File: src/sv/ssnf_pkg.sv
package ssnf_pkg;

   localparam int MODULE_COUNT_DEFAULT = 2;
   localparam int DIGITS_PER_MODULE    = 4;
   localparam int FRAME_BYTES          = 8;
   localparam int MAG_BITS             = 14;   // 9999 fits in 14 bits
   localparam int BCD_BITS             = 4 * DIGITS_PER_MODULE;
   localparam int CNT_BITS             = $clog2(MAG_BITS);

   localparam logic [7:0] SEG_MINUS     = 8'hBF;
   localparam logic [7:0] SEG_POINT_CLR = 8'h7F;
   localparam logic [7:0] SEG_OFF       = 8'hFF;

   typedef enum logic [1:0] {
      KIND_NUMBER = 2'd0,
      KIND_RAW    = 2'd1,
      KIND_BLANK  = 2'd2
   } kind_type;

   typedef enum logic [1:0] {
      ST_IDLE,
      ST_CONV,
      ST_WRITE,
      ST_FINISH
   } state_type;

   function automatic logic [7:0] glyph(input logic [3:0] code);
      logic [7:0] g;
      unique case (code)
         4'h0: g = 8'hC0;
         4'h1: g = 8'hF9;
         4'h2: g = 8'hA4;
         4'h3: g = 8'hB0;
         4'h4: g = 8'h99;
         4'h5: g = 8'h92;
         4'h6: g = 8'h82;
         4'h7: g = 8'hF8;
         4'h8: g = 8'h80;
         4'h9: g = 8'h90;
         4'hA: g = 8'h88;
         4'hB: g = 8'h83;
         4'hC: g = 8'hC6;
         4'hD: g = 8'hA1;
         4'hE: g = 8'h86;
         4'hF: g = 8'h8E;
      endcase
      return g;
   endfunction

endpackage

File: src/sv/seven_segment_number_formatter.sv
// Channel | Direction | Ports                                          | Handshake
// req     | in        | kind number module_select point_position       | req_valid/req_ready
//         |           | prefix_glyph raw_frame                         |
// rsp     | out       | frame                                          | rsp_valid/rsp_ready
//
// A number beat runs the bit-serial binary-to-BCD shifter over all 14
// magnitude bits (one magnitude bit per cycle), then writes the glyphs,
// then loads the output register. Raw, blank and unused kinds go from
// accept straight to the output register load. req_ready returns the
// cycle after the load. One beat is in work at a time.
// Reset (synchronous, active high) sets every store byte to 0xFF (all off)
// and empties the output register.
// A stalled result holds in the output register; a new beat is still taken
// meanwhile and waits in its last step until the register frees up.
module seven_segment_number_formatter
   import ssnf_pkg::*;
#(
   parameter int MODULE_COUNT = MODULE_COUNT_DEFAULT
) (
   input  logic        clock,
   input  logic        reset,
   input  logic        req_valid,
   output logic        req_ready,
   input  logic [1:0]  req_kind,
   input  logic signed [15:0] req_number,
   input  logic        req_module_select,
   input  logic [2:0]  req_point_position,
   input  logic [3:0]  req_prefix_glyph,
   input  logic [63:0] req_raw_frame,
   output logic        rsp_valid,
   input  logic        rsp_ready,
   output logic [63:0] rsp_frame
);

   localparam int STORE_BYTES = MODULE_COUNT * DIGITS_PER_MODULE;

   state_type state_ff, state_in;

   logic [7:0] store_ff [STORE_BYTES];

   logic [1:0]          kind_ff;
   logic                mod_ff;
   logic [2:0]          dp_ff;
   logic [3:0]          pre_ff;
   logic                neg_ff, neg_in;
   logic [MAG_BITS-1:0] mag_ff, mag_in;
   logic [BCD_BITS-1:0] bcd_ff, bcd_in;
   logic [CNT_BITS-1:0] cnt_ff, cnt_in;
   logic                rsp_valid_ff, rsp_valid_in;
   logic [63:0]         rsp_frame_ff, rsp_frame_in;

   logic                accept;
   logic                out_free;
   logic                load_out;
   logic                mod_ok;
   logic signed [15:0]  sat;
   logic signed [15:0]  mag_full;
   logic [BCD_BITS-1:0] bcd_adj;
   logic [2:0]          num_digits;
   logic [7:0]          slot_byte [DIGITS_PER_MODULE];
   logic [63:0]         frame_pack;

   assign out_free  = !rsp_valid_ff || rsp_ready;
   assign req_ready = (state_ff == ST_IDLE);
   assign accept    = req_valid && req_ready;
   assign mod_ok    = (int'(req_module_select) < MODULE_COUNT);

   // saturate to what four slots can show, then take the magnitude
   always_comb begin
      if (req_prefix_glyph != 4'd0) begin
         if (req_number > 16'sd999)       sat = 16'sd999;
         else if (req_number < -16'sd99)  sat = -16'sd99;
         else                             sat = req_number;
      end else begin
         if (req_number > 16'sd9999)      sat = 16'sd9999;
         else if (req_number < -16'sd999) sat = -16'sd999;
         else                             sat = req_number;
      end
      neg_in   = sat[15];
      mag_full = sat[15] ? -sat : sat;
   end

   // double dabble: correct each BCD digit, then shift in the next bit
   always_comb begin
      for (int d = 0; d < DIGITS_PER_MODULE; d++) begin
         bcd_adj[4*d +: 4] = (bcd_ff[4*d +: 4] >= 4'd5) ? bcd_ff[4*d +: 4] + 4'd3
                                                        : bcd_ff[4*d +: 4];
      end
   end

   // glyphs of the selected module, lowest slot first
   always_comb begin
      logic [2:0] idx;
      logic       pre_nz;
      pre_nz = (pre_ff != 4'd0);
      priority if (bcd_ff[15:12] != 4'd0) num_digits = 3'd4;
      else if (bcd_ff[11:8] != 4'd0)      num_digits = 3'd3;
      else if (bcd_ff[7:4] != 4'd0)       num_digits = 3'd2;
      else                                num_digits = 3'd1;   // zero shows one '0'
      for (int j = 0; j < DIGITS_PER_MODULE; j++) begin
         idx = 3'(j) - {2'b00, pre_nz};
         if (pre_nz && j == 0) begin
            slot_byte[j] = glyph(pre_ff);
         end else if (idx < num_digits) begin
            slot_byte[j] = glyph(bcd_ff[4*idx[1:0] +: 4]);
         end else if (idx == num_digits && neg_ff) begin
            slot_byte[j] = SEG_MINUS;
         end else begin
            slot_byte[j] = SEG_OFF;
         end
         if (dp_ff == 3'(j + 1)) begin
            slot_byte[j] = slot_byte[j] & SEG_POINT_CLR;
         end
      end
   end

   // bytes past the store read as off, and a blank beat reads all off
   always_comb begin
      for (int k = 0; k < FRAME_BYTES; k++) begin
         if (k < STORE_BYTES) rsp_frame_in[8*k +: 8] = store_ff[k];
         else                 rsp_frame_in[8*k +: 8] = SEG_OFF;
      end
      frame_pack = rsp_frame_in;
      if (kind_ff == KIND_BLANK) rsp_frame_in = '1;
      else                       rsp_frame_in = frame_pack;
   end

   always_comb begin
      state_in     = state_ff;
      mag_in       = mag_ff;
      bcd_in       = bcd_ff;
      cnt_in       = cnt_ff;
      load_out     = 1'b0;
      rsp_valid_in = rsp_valid_ff && !rsp_ready;
      unique case (state_ff)
         ST_IDLE: begin
            if (accept) begin
               mag_in = mag_full[MAG_BITS-1:0];
               bcd_in = '0;
               cnt_in = CNT_BITS'(MAG_BITS - 1);
               if (req_kind == KIND_NUMBER && mod_ok) state_in = ST_CONV;
               else                                   state_in = ST_FINISH;
            end
         end
         ST_CONV: begin
            bcd_in = {bcd_adj[BCD_BITS-2:0], mag_ff[MAG_BITS-1]};
            mag_in = {mag_ff[MAG_BITS-2:0], 1'b0};
            cnt_in = cnt_ff - 1'b1;
            if (cnt_ff == '0) state_in = ST_WRITE;
         end
         ST_WRITE: begin
            state_in = ST_FINISH;
         end
         ST_FINISH: begin
            if (out_free) begin
               load_out     = 1'b1;
               rsp_valid_in = 1'b1;
               state_in     = ST_IDLE;
            end
         end
         default: state_in = ST_IDLE;
      endcase
   end

   always_ff @(posedge clock) begin
      if (reset) begin
         state_ff     <= ST_IDLE;
         rsp_valid_ff <= 1'b0;
      end else begin
         state_ff     <= state_in;
         rsp_valid_ff <= rsp_valid_in;
      end
   end

   always_ff @(posedge clock) begin
      mag_ff <= mag_in;
      bcd_ff <= bcd_in;
      cnt_ff <= cnt_in;
      if (accept) begin
         kind_ff <= req_kind;
         mod_ff  <= req_module_select;
         dp_ff   <= req_point_position;
         pre_ff  <= req_prefix_glyph;
         neg_ff  <= neg_in;
      end
      if (load_out) rsp_frame_ff <= rsp_frame_in;
   end

   // segment store
   always_ff @(posedge clock) begin
      if (reset) begin
         for (int k = 0; k < STORE_BYTES; k++) store_ff[k] <= SEG_OFF;
      end else if (accept && req_kind == KIND_RAW) begin
         for (int k = 0; k < STORE_BYTES; k++) begin
            if (k < FRAME_BYTES) store_ff[k] <= req_raw_frame[8*(k % FRAME_BYTES) +: 8];
         end
      end else if (state_ff == ST_WRITE) begin
         for (int k = 0; k < STORE_BYTES; k++) begin
            if (int'(mod_ff) == k / DIGITS_PER_MODULE) begin
               store_ff[k] <= slot_byte[k % DIGITS_PER_MODULE];
            end
         end
      end
   end

   assign rsp_valid = rsp_valid_ff;
   assign rsp_frame = rsp_frame_ff;

   // shifter ends after its last bit
   a_conv_end: assert property (@(posedge clock) disable iff (reset)
      (state_ff == ST_CONV && cnt_ff == '0) |=> (state_ff == ST_WRITE))
      else $error("converter did not hand over to glyph write");

   // converted digits are decimal
   a_bcd_ok: assert property (@(posedge clock) disable iff (reset)
      (state_ff == ST_WRITE) |-> (bcd_ff[3:0] <= 4'd9 && bcd_ff[7:4] <= 4'd9 &&
                                  bcd_ff[11:8] <= 4'd9 && bcd_ff[15:12] <= 4'd9))
      else $error("BCD digit out of range");

   // blank beat sends all off
   a_blank: assert property (@(posedge clock) disable iff (reset)
      (load_out && kind_ff == KIND_BLANK) |=> (rsp_frame_ff == '1))
      else $error("blank frame not all off");

   // one beat in work at a time
   a_one_beat: assert property (@(posedge clock) disable iff (reset)
      accept |=> !req_ready)
      else $error("second beat taken while busy");

endmodule
File: config.mk
export PLATFORM = sky130hd
export DESIGN_NAME = seven_segment_number_formatter
export DESIGN_NICKNAME = d
export VERILOG_FILES = /design/src/sv/ssnf_pkg.sv /design/src/sv/seven_segment_number_formatter.sv
export SDC_FILE = /design/constraint.sdc
export NUM_CORES = 1
export LEC_CHECK = 0
export BUFFER_PORTS_ARGS = -buffer_cell sky130_fd_sc_hd__clkbuf_2
export CORE_ASPECT_RATIO = 1.75
export CORE_MARGIN = 3
export CORE_UTILIZATION = 41
export CTS_BUF_LIST = sky130_fd_sc_hd__clkbuf_8 sky130_fd_sc_hd__clkbuf_16
export DETAILED_ROUTE_END_ITERATION = 6
export HOLD_SLACK_MARGIN = 0.06
export PLACE_DENSITY = 0.7
export SLEW_MARGIN = 20
export SYNTH_ARGS = -nofsm -noshare
export SYNTH_HDL_FRONTEND = slang
export SYNTH_SLANG_ARGS = --single-unit
File: constraint.sdc
create_clock -name clock -period 3.6 [get_ports clock]
set_input_delay 0.36 -clock clock [delete_from_list [all_inputs] [get_ports clock]]
set_output_delay 0.36 -clock clock [all_outputs]
set_load 0.05 [all_outputs]
=== Yosys cells after proc, flatten, opt, wreduce, memory -nomap -nowiden ===
Memory sizes are Yosys's and may differ from the RTL's. A register that Yosys moved wholly into a read port is not among the register bits.
Cells that the tools add are included.

* Add/sub/neg operators: 10
* Magnitude comparators: 12
* Eq/ne operators: 16
* Shifts and indexed selects: 4
* Multiplexer cells: 73
* Bitwise gates (word level): 16
* Reduce and logical (&&, ||, !) cells: 21

{| class="wikitable"
|+ Operator list
! operator !! count
|-
| $mux W8 || 25
|-
| $mux W16 || 6
|-
| $shiftx A16 B5 Y4 || 4
|-
| $pmux W16 S2 || 1
|-
| $mux W14 || 2
|-
| $mux W7 || 4
|-
| $pmux W14 S2 || 1
|-
| $mux W4 || 5
|-
| $reduce_bool A4 Y1 || 5
|-
| $mux W1 || 19
|-
| $ge A4 B3 Y1 const B || 4
|-
| $gt A16 B11 Y1 const B || 1
|-
| $gt A16 B15 Y1 const B || 1
|-
| $lt A16 B11 Y1 const B || 1
|-
| $lt A16 B8 Y1 const B || 1
|-
| $or A1 B1 Y1 || 16
|-
| $neg A14 Y14 || 1
|-
| $add A4 B2 Y4 const B || 3
|-
| $eq A3 B3 Y1 || 4
|-
| $lt A3 B3 Y1 || 4
|-
| $mux W2 || 6
|-
| $pmux W2 S4 || 1
|-
| $pmux W4 S2 || 1
|-
| $logic_and A1 B1 Y1 || 7
|-
| 19 further kinds || 29
|}

* Bits in registers: 48
* Bits in writable memories: 64
* Bits in read-only memories: 560
* Bits of input ports: 94
* Output and inout bits: 66
* Word-level logic and storage cells: 168
* Memories: 6

{| class="wikitable"
|+ Memory list
! name !! words !! bits a word !! read ports !! clocked after memory_dff !! write ports !! line !! RTL
|-
| (no name shown) || 16 || 7 || 1 || 1 || 0 || ssnf_pkg.sv:29 || <nowiki>unique case (code)</nowiki>
|-
| (no name shown) || 16 || 7 || 1 || 0 || 0 || ssnf_pkg.sv:29 ||
|-
| (no name shown) || 16 || 7 || 1 || 0 || 0 || ssnf_pkg.sv:29 ||
|-
| (no name shown) || 16 || 7 || 1 || 0 || 0 || ssnf_pkg.sv:29 ||
|-
| (no name shown) || 16 || 7 || 1 || 0 || 0 || ssnf_pkg.sv:29 ||
|-
| store_ff || 8 || 8 || 8 || 8 || 8 || seven_segment_number_formatter.sv:39 || <nowiki>logic [7:0] store_ff [STORE_BYTES];</nowiki>
|}

=== Logic depth before layout (Yosys ltp) ===
* Depth after elaboration: 11
* Mapped depth: 13

=== Worst setup path before layout ===
No wires, ideal clock.

* Path type: register -> register
* From: register rsp_valid_ff, in the netlist rsp_valid
* To: register rsp_frame_ff[0], in the netlist rsp_frame[0] (read register of store_ff), enable pin
* Library setup time: 494 ps
* Arrival: 3553 ps
* Data required time: 3106 ps
* Slack: -447 ps
* Cell stages (with the launch flop): 3
* Buffers on the path: 0
* Path through: dfxtp_1 -> nor2b_1 -> nor2b_1

* Longest elaborated chain between the ends: 4

{| class="wikitable"
|+ Ends and longest elaborated chain
! element !! line !! RTL
|-
| start, declared || seven_segment_number_formatter.sv:49 || <nowiki>logic rsp_valid_ff, rsp_valid_in;</nowiki>
|-
| start signal, assigned || seven_segment_number_formatter.sv:171 || <nowiki>rsp_valid_ff <= rsp_valid_in;</nowiki>
|-
| $logic_not A1 Y1 || seven_segment_number_formatter.sv:63 || <nowiki>assign out_free = !rsp_valid_ff || rsp_ready;</nowiki>
|-
| $logic_or A1 B1 Y1 || seven_segment_number_formatter.sv:63 ||
|-
| $mux W1 || seven_segment_number_formatter.sv:155 || <nowiki>if (out_free) begin</nowiki>
|-
| $mux W1 || seven_segment_number_formatter.sv:135 || <nowiki>unique case (state_ff)</nowiki>
|-
| via load_out || seven_segment_number_formatter.sv:54 || <nowiki>logic load_out;</nowiki>
|-
| end, declared || seven_segment_number_formatter.sv:50 || <nowiki>logic [63:0] rsp_frame_ff, rsp_frame_in;</nowiki>
|}

The timed path passes the listed nets, and every way through them passes these cells.
A chain may end at the register's enable or synchronous reset.

==> impl_summary.txt <==
----------------------------------------------------
[Power and ir drop]
  Power density over cell area ... around 700 mW/mm^2
  Maximum vdd drop ... 384 uV
  Cell leakage power ... approximately 4.2 nW

[Cells and area]
  NumNets Final ... 1181
  Fraction of final layout cells with drive strength greater than 1 ... 23.0%
  Most frequent standard cell in the layout excluding fill and tap cells ... edfxtp_1
  Leading cell types in the layout, fill and taps excluded ... edfxtp_1, clkbuf_2, nand2_1
  Relative area change from synthesis to final layout ... 18.1%
  Number of fillers in the final layout ... between 2000 and 2500
  Fin util ... between 40% and 50%
  Post-route cell area ... roughly 0.012 mm^2
  Number of diodes added for antenna fixing ... 0

[Timing]
  Ratio of final minimum period to clock period ... between 80% and 90%
  Number of pins exceeding their max-slew limit in the final report ... 0
  Setup_tns ... 0 ps
  Final count of hold timing violations ... 0
  Max Freq ... between 300 and 400 MHz
  Setup repair after global routing missed its margin ... false
  Post-route clock skew ... just under 7 ps
  Number of setup violations in the final report ... 0
  Minimum clock period after layout ... 3000 ps
  Slew Limit Headroom ... 37.6%
  Transition time at the pin with the least slew margin ... between 900 and 1000 ps
  Worst setup slack after layout ... a little under 600 ps

[Detailed routing]
  Routed WL ... between 20 and 25 mm
  Routed vias/inst ... between 5 and 6
  Number of DRC markers in iteration 0 ... about 580
  Routed vias ... about 7000
  Antenna Nets Post-Route ... 0
  Number of detailed-routing iterations run before antenna repair ... 5
  Average routed wire per standard cell ... roughly 17 um
  DRC viols ... 0

[Yosys]
  Flops & latches, synth ... about 180
  Cell type with the highest aggregate area in the netlist ... edfxtp_1
  Post-synth top flop ... edfxtp_1
  Largest cells by area after synthesis ... edfxtp_1, ha_1, nand2b_1
  Synthesized netlist net count ... 1019
  Yosys top cell area share ... 53.3%
  Post-synthesis async set-or-reset flop share ... 0%
  Post-synthesis instance area ... 0.00975 mm^2
  Count of synthesis-stage warnings from yosys ... 0
  EDFF count, synth ... roughly 170
  Cells after synthesis ... 876
  Cell variety after synth ... 65
  Sequential share of the synthesized area ... a little under three fifths
  Per-instance average area after synthesis ... between 10 and 15 um^2

[Place]
  Post-Place Setup Slack ... approximately 220 ps
  Routability congestion estimate ... slightly above 0.9
  Total placed instance area ... 0.0110 mm^2
  Number of input and output port buffers inserted ... between 150 and 200
  Detailed placement HPWL ... 17.1 mm

[Job]
  Number of violations of the max-capacitance limit ... 0

[Clock tree]
  Depth of the CTS H-tree ... 4
  Clock tree root driver cell ... clkbuf_16
  Clk_lat worst skew ... around 440 ps
  CTS tree ... done
  Setup Fix Bufs, Post-CTS ... 0
  Clock transition at the registers of the reported paths ... roughly 70 ps
  Count of instances resized after the clock tree is built ... 0
  Number of hold buffers added after cts ... 0
  Clock Sinks ... about 180
  Maximum root-to-sink buffer count ... 2
  Number of buffers created by CTS ... 17

[Global routing]
  Residual overflow from global routing ... 0
  Number of antenna violations at the first check in global routing ... 0
  First-pass GRT wire length ... between 30 and 40 mm
  Number of global-route vias before repair ... 6983
  Overall routing resource usage ... 17.8%
  Largest net degree at the start of global routing ... 65

[Setup path]
  Worst reg2reg setup slack ... between 500 and 600 ps
  Critical path class ... reg2reg
  Worst path most repeated cell ... a21oi_1
  Largest fanout of any net on the critical path ... 19
  Crit path DAT ... approximately 3200 ps
  Worst Reg2Reg Path Length in Cells ... 10
  Ordered cell list for the critical path ... nor4_4, inv_2, buf_4, nor2_1, a21oi_1, inv_1, ha_1, mux4_2, nor2b_1, a21oi_1
  Crit start category ... flop
  Number of buffer and inverter instances along the worst setup path ... 3
  Start point of the critical path ... pre_ff[2]
  Dominant delay contributor by cell family on the critical path ... buffers and inverters
  Crit. End Element ... flop
  Startpoint of the worst register-to-register path ... pre_ff[2]
  Cell with the biggest individual delay on the critical path ... mux4_2
  Critical R2R Capture ... store_ff[1][11]
  Slowest cell delay on critical path ... between 400 and 500 ps
  Required time at the worst-slack endpoint ... 3780 ps

[Hold path]
  Startpoint of the tightest hold check path ... req_module_select
  Worst hold-check path type ... in2reg
  Hold Crit Depth ... 1
  Worst hold endpoint ... mod_ff

[Floorplan]
  Die Ht ... between 200 and 250 um
  Initial standard-cell utilization of the core ... about two fifths
  Die Outline Area ... 0.0257 mm^2
  Boundary pin count ... 160
  Core Rows ... 74
  CORE AREA ... about 0.023 mm^2
  Horizontal die dimension ... 123 um

[Run status]
  Status ... finished, final reports clean

----------------------------------------------------
worst max path at each step:
stage	to	slack, ps	depth (start not counted)
6_report	store_ff[1][11]	600	10
5_1_grt	store_ff[0][19]	340	10
4_1_cts	store_ff[1][11]	620	10
3_5_place_dp	mag_ff[10]	220	13
3_3_place_gp	mag_ff[10]	320	13
2_1_floorplan	store_ff[0][10]	340	7
Yosys cell counts, types with 9 or more instances:
master / instances
nand2b_1: 77
edfxtp_1: 173
o22a_1: 26
mux2i_1: 20
nor2b_1: 9
nand3_1: 15
xnor2_1: 12
nand2_1: 88
o21ai_0: 29
dfxtp_1: 10
ha_1: 49
o221ai_1: 9
a21oi_1: 75
clkbuf_1: 34
o21ai_1: 13
nor2_1: 84
nor3_1: 12
inv_1: 32
state kept, by name (all words and copies together) (netlist names), named ones only:
name,cells
rsp_frame,64
store_ff,64
bcd_ff,16
mag_ff,14
cnt_ff,4
pre_ff,4
dp_ff,3
kind_ff,2
state_ff,2
mod_ff,1
neg_ff,1
rsp_valid,1
kinds of logic after synthesis:
group,after synthesis,share of synthesized area (%)
AOI/OAI and AO/OA,209,14.3
xor gates and xnor gates,20,1.80
adders and majority gates,49,6.29
buffers and inverters,71,2.75
DFF,183,55.3
muxes,28,3.32
and+or+nand+nor,316,16.2
layout make-up:
type / instances / area, um^2 / area share [%]
Clock buffer: 17 / 425 / 3.69
Tap cell: 304 / 380 / 3.30
Multi-Input combinational cell: 622 / 4100 / 35.6
Timing Repair Buffer: 181 / 961 / 8.34
Clock inverter: 13 / 126 / 1.10
Sequential cell: 183 / 5400 / 46.8
Inverter: 33 / 124 / 1.08
worst register-to-register path: cells and delay by family, from the launching register on:
family,cells,cell delay [ps]
multiplexers,1,460
AO/OA/AOI/OAI,2,500
buffers and inverters,3,770
AND/OR/NAND/NOR,3,330
flip-flops,1,410
adder cells (fa/ha/maj),1,270
metal layers:
layer	routed length [um]	vias to the layer above	track usage, %
li1	-	3515	-
met1	8160	3401	18.5
met2	12700	215	34.0
met3	983	44	2.66
met4	725	0	8.43
met5	0	-	0
power by group:
group | total [mW] | internal (mW) | switching [mW]
logic | 3.17 | 1.14 | 2.03
clock network | 1.77 | 0.956 | 0.814
registers | 3.19 | 2.93 | 0.258
total | 8.13 | 5.02 | 3.10
metrics by stage:
step / hold slack [ps] / std cells / power (mW)
floorplan: 432 / 876 / 5.55
global placement: 481 / 1323 / 6.32
detailed placement: 484 / 1323 / 6.39
CTS: 86.7 / 1353 / 8.18
global route: 96.6 / 1353 / 8.67
finish: 110 / 1353 / 8.13
Power figures use the tool's default switching activity.
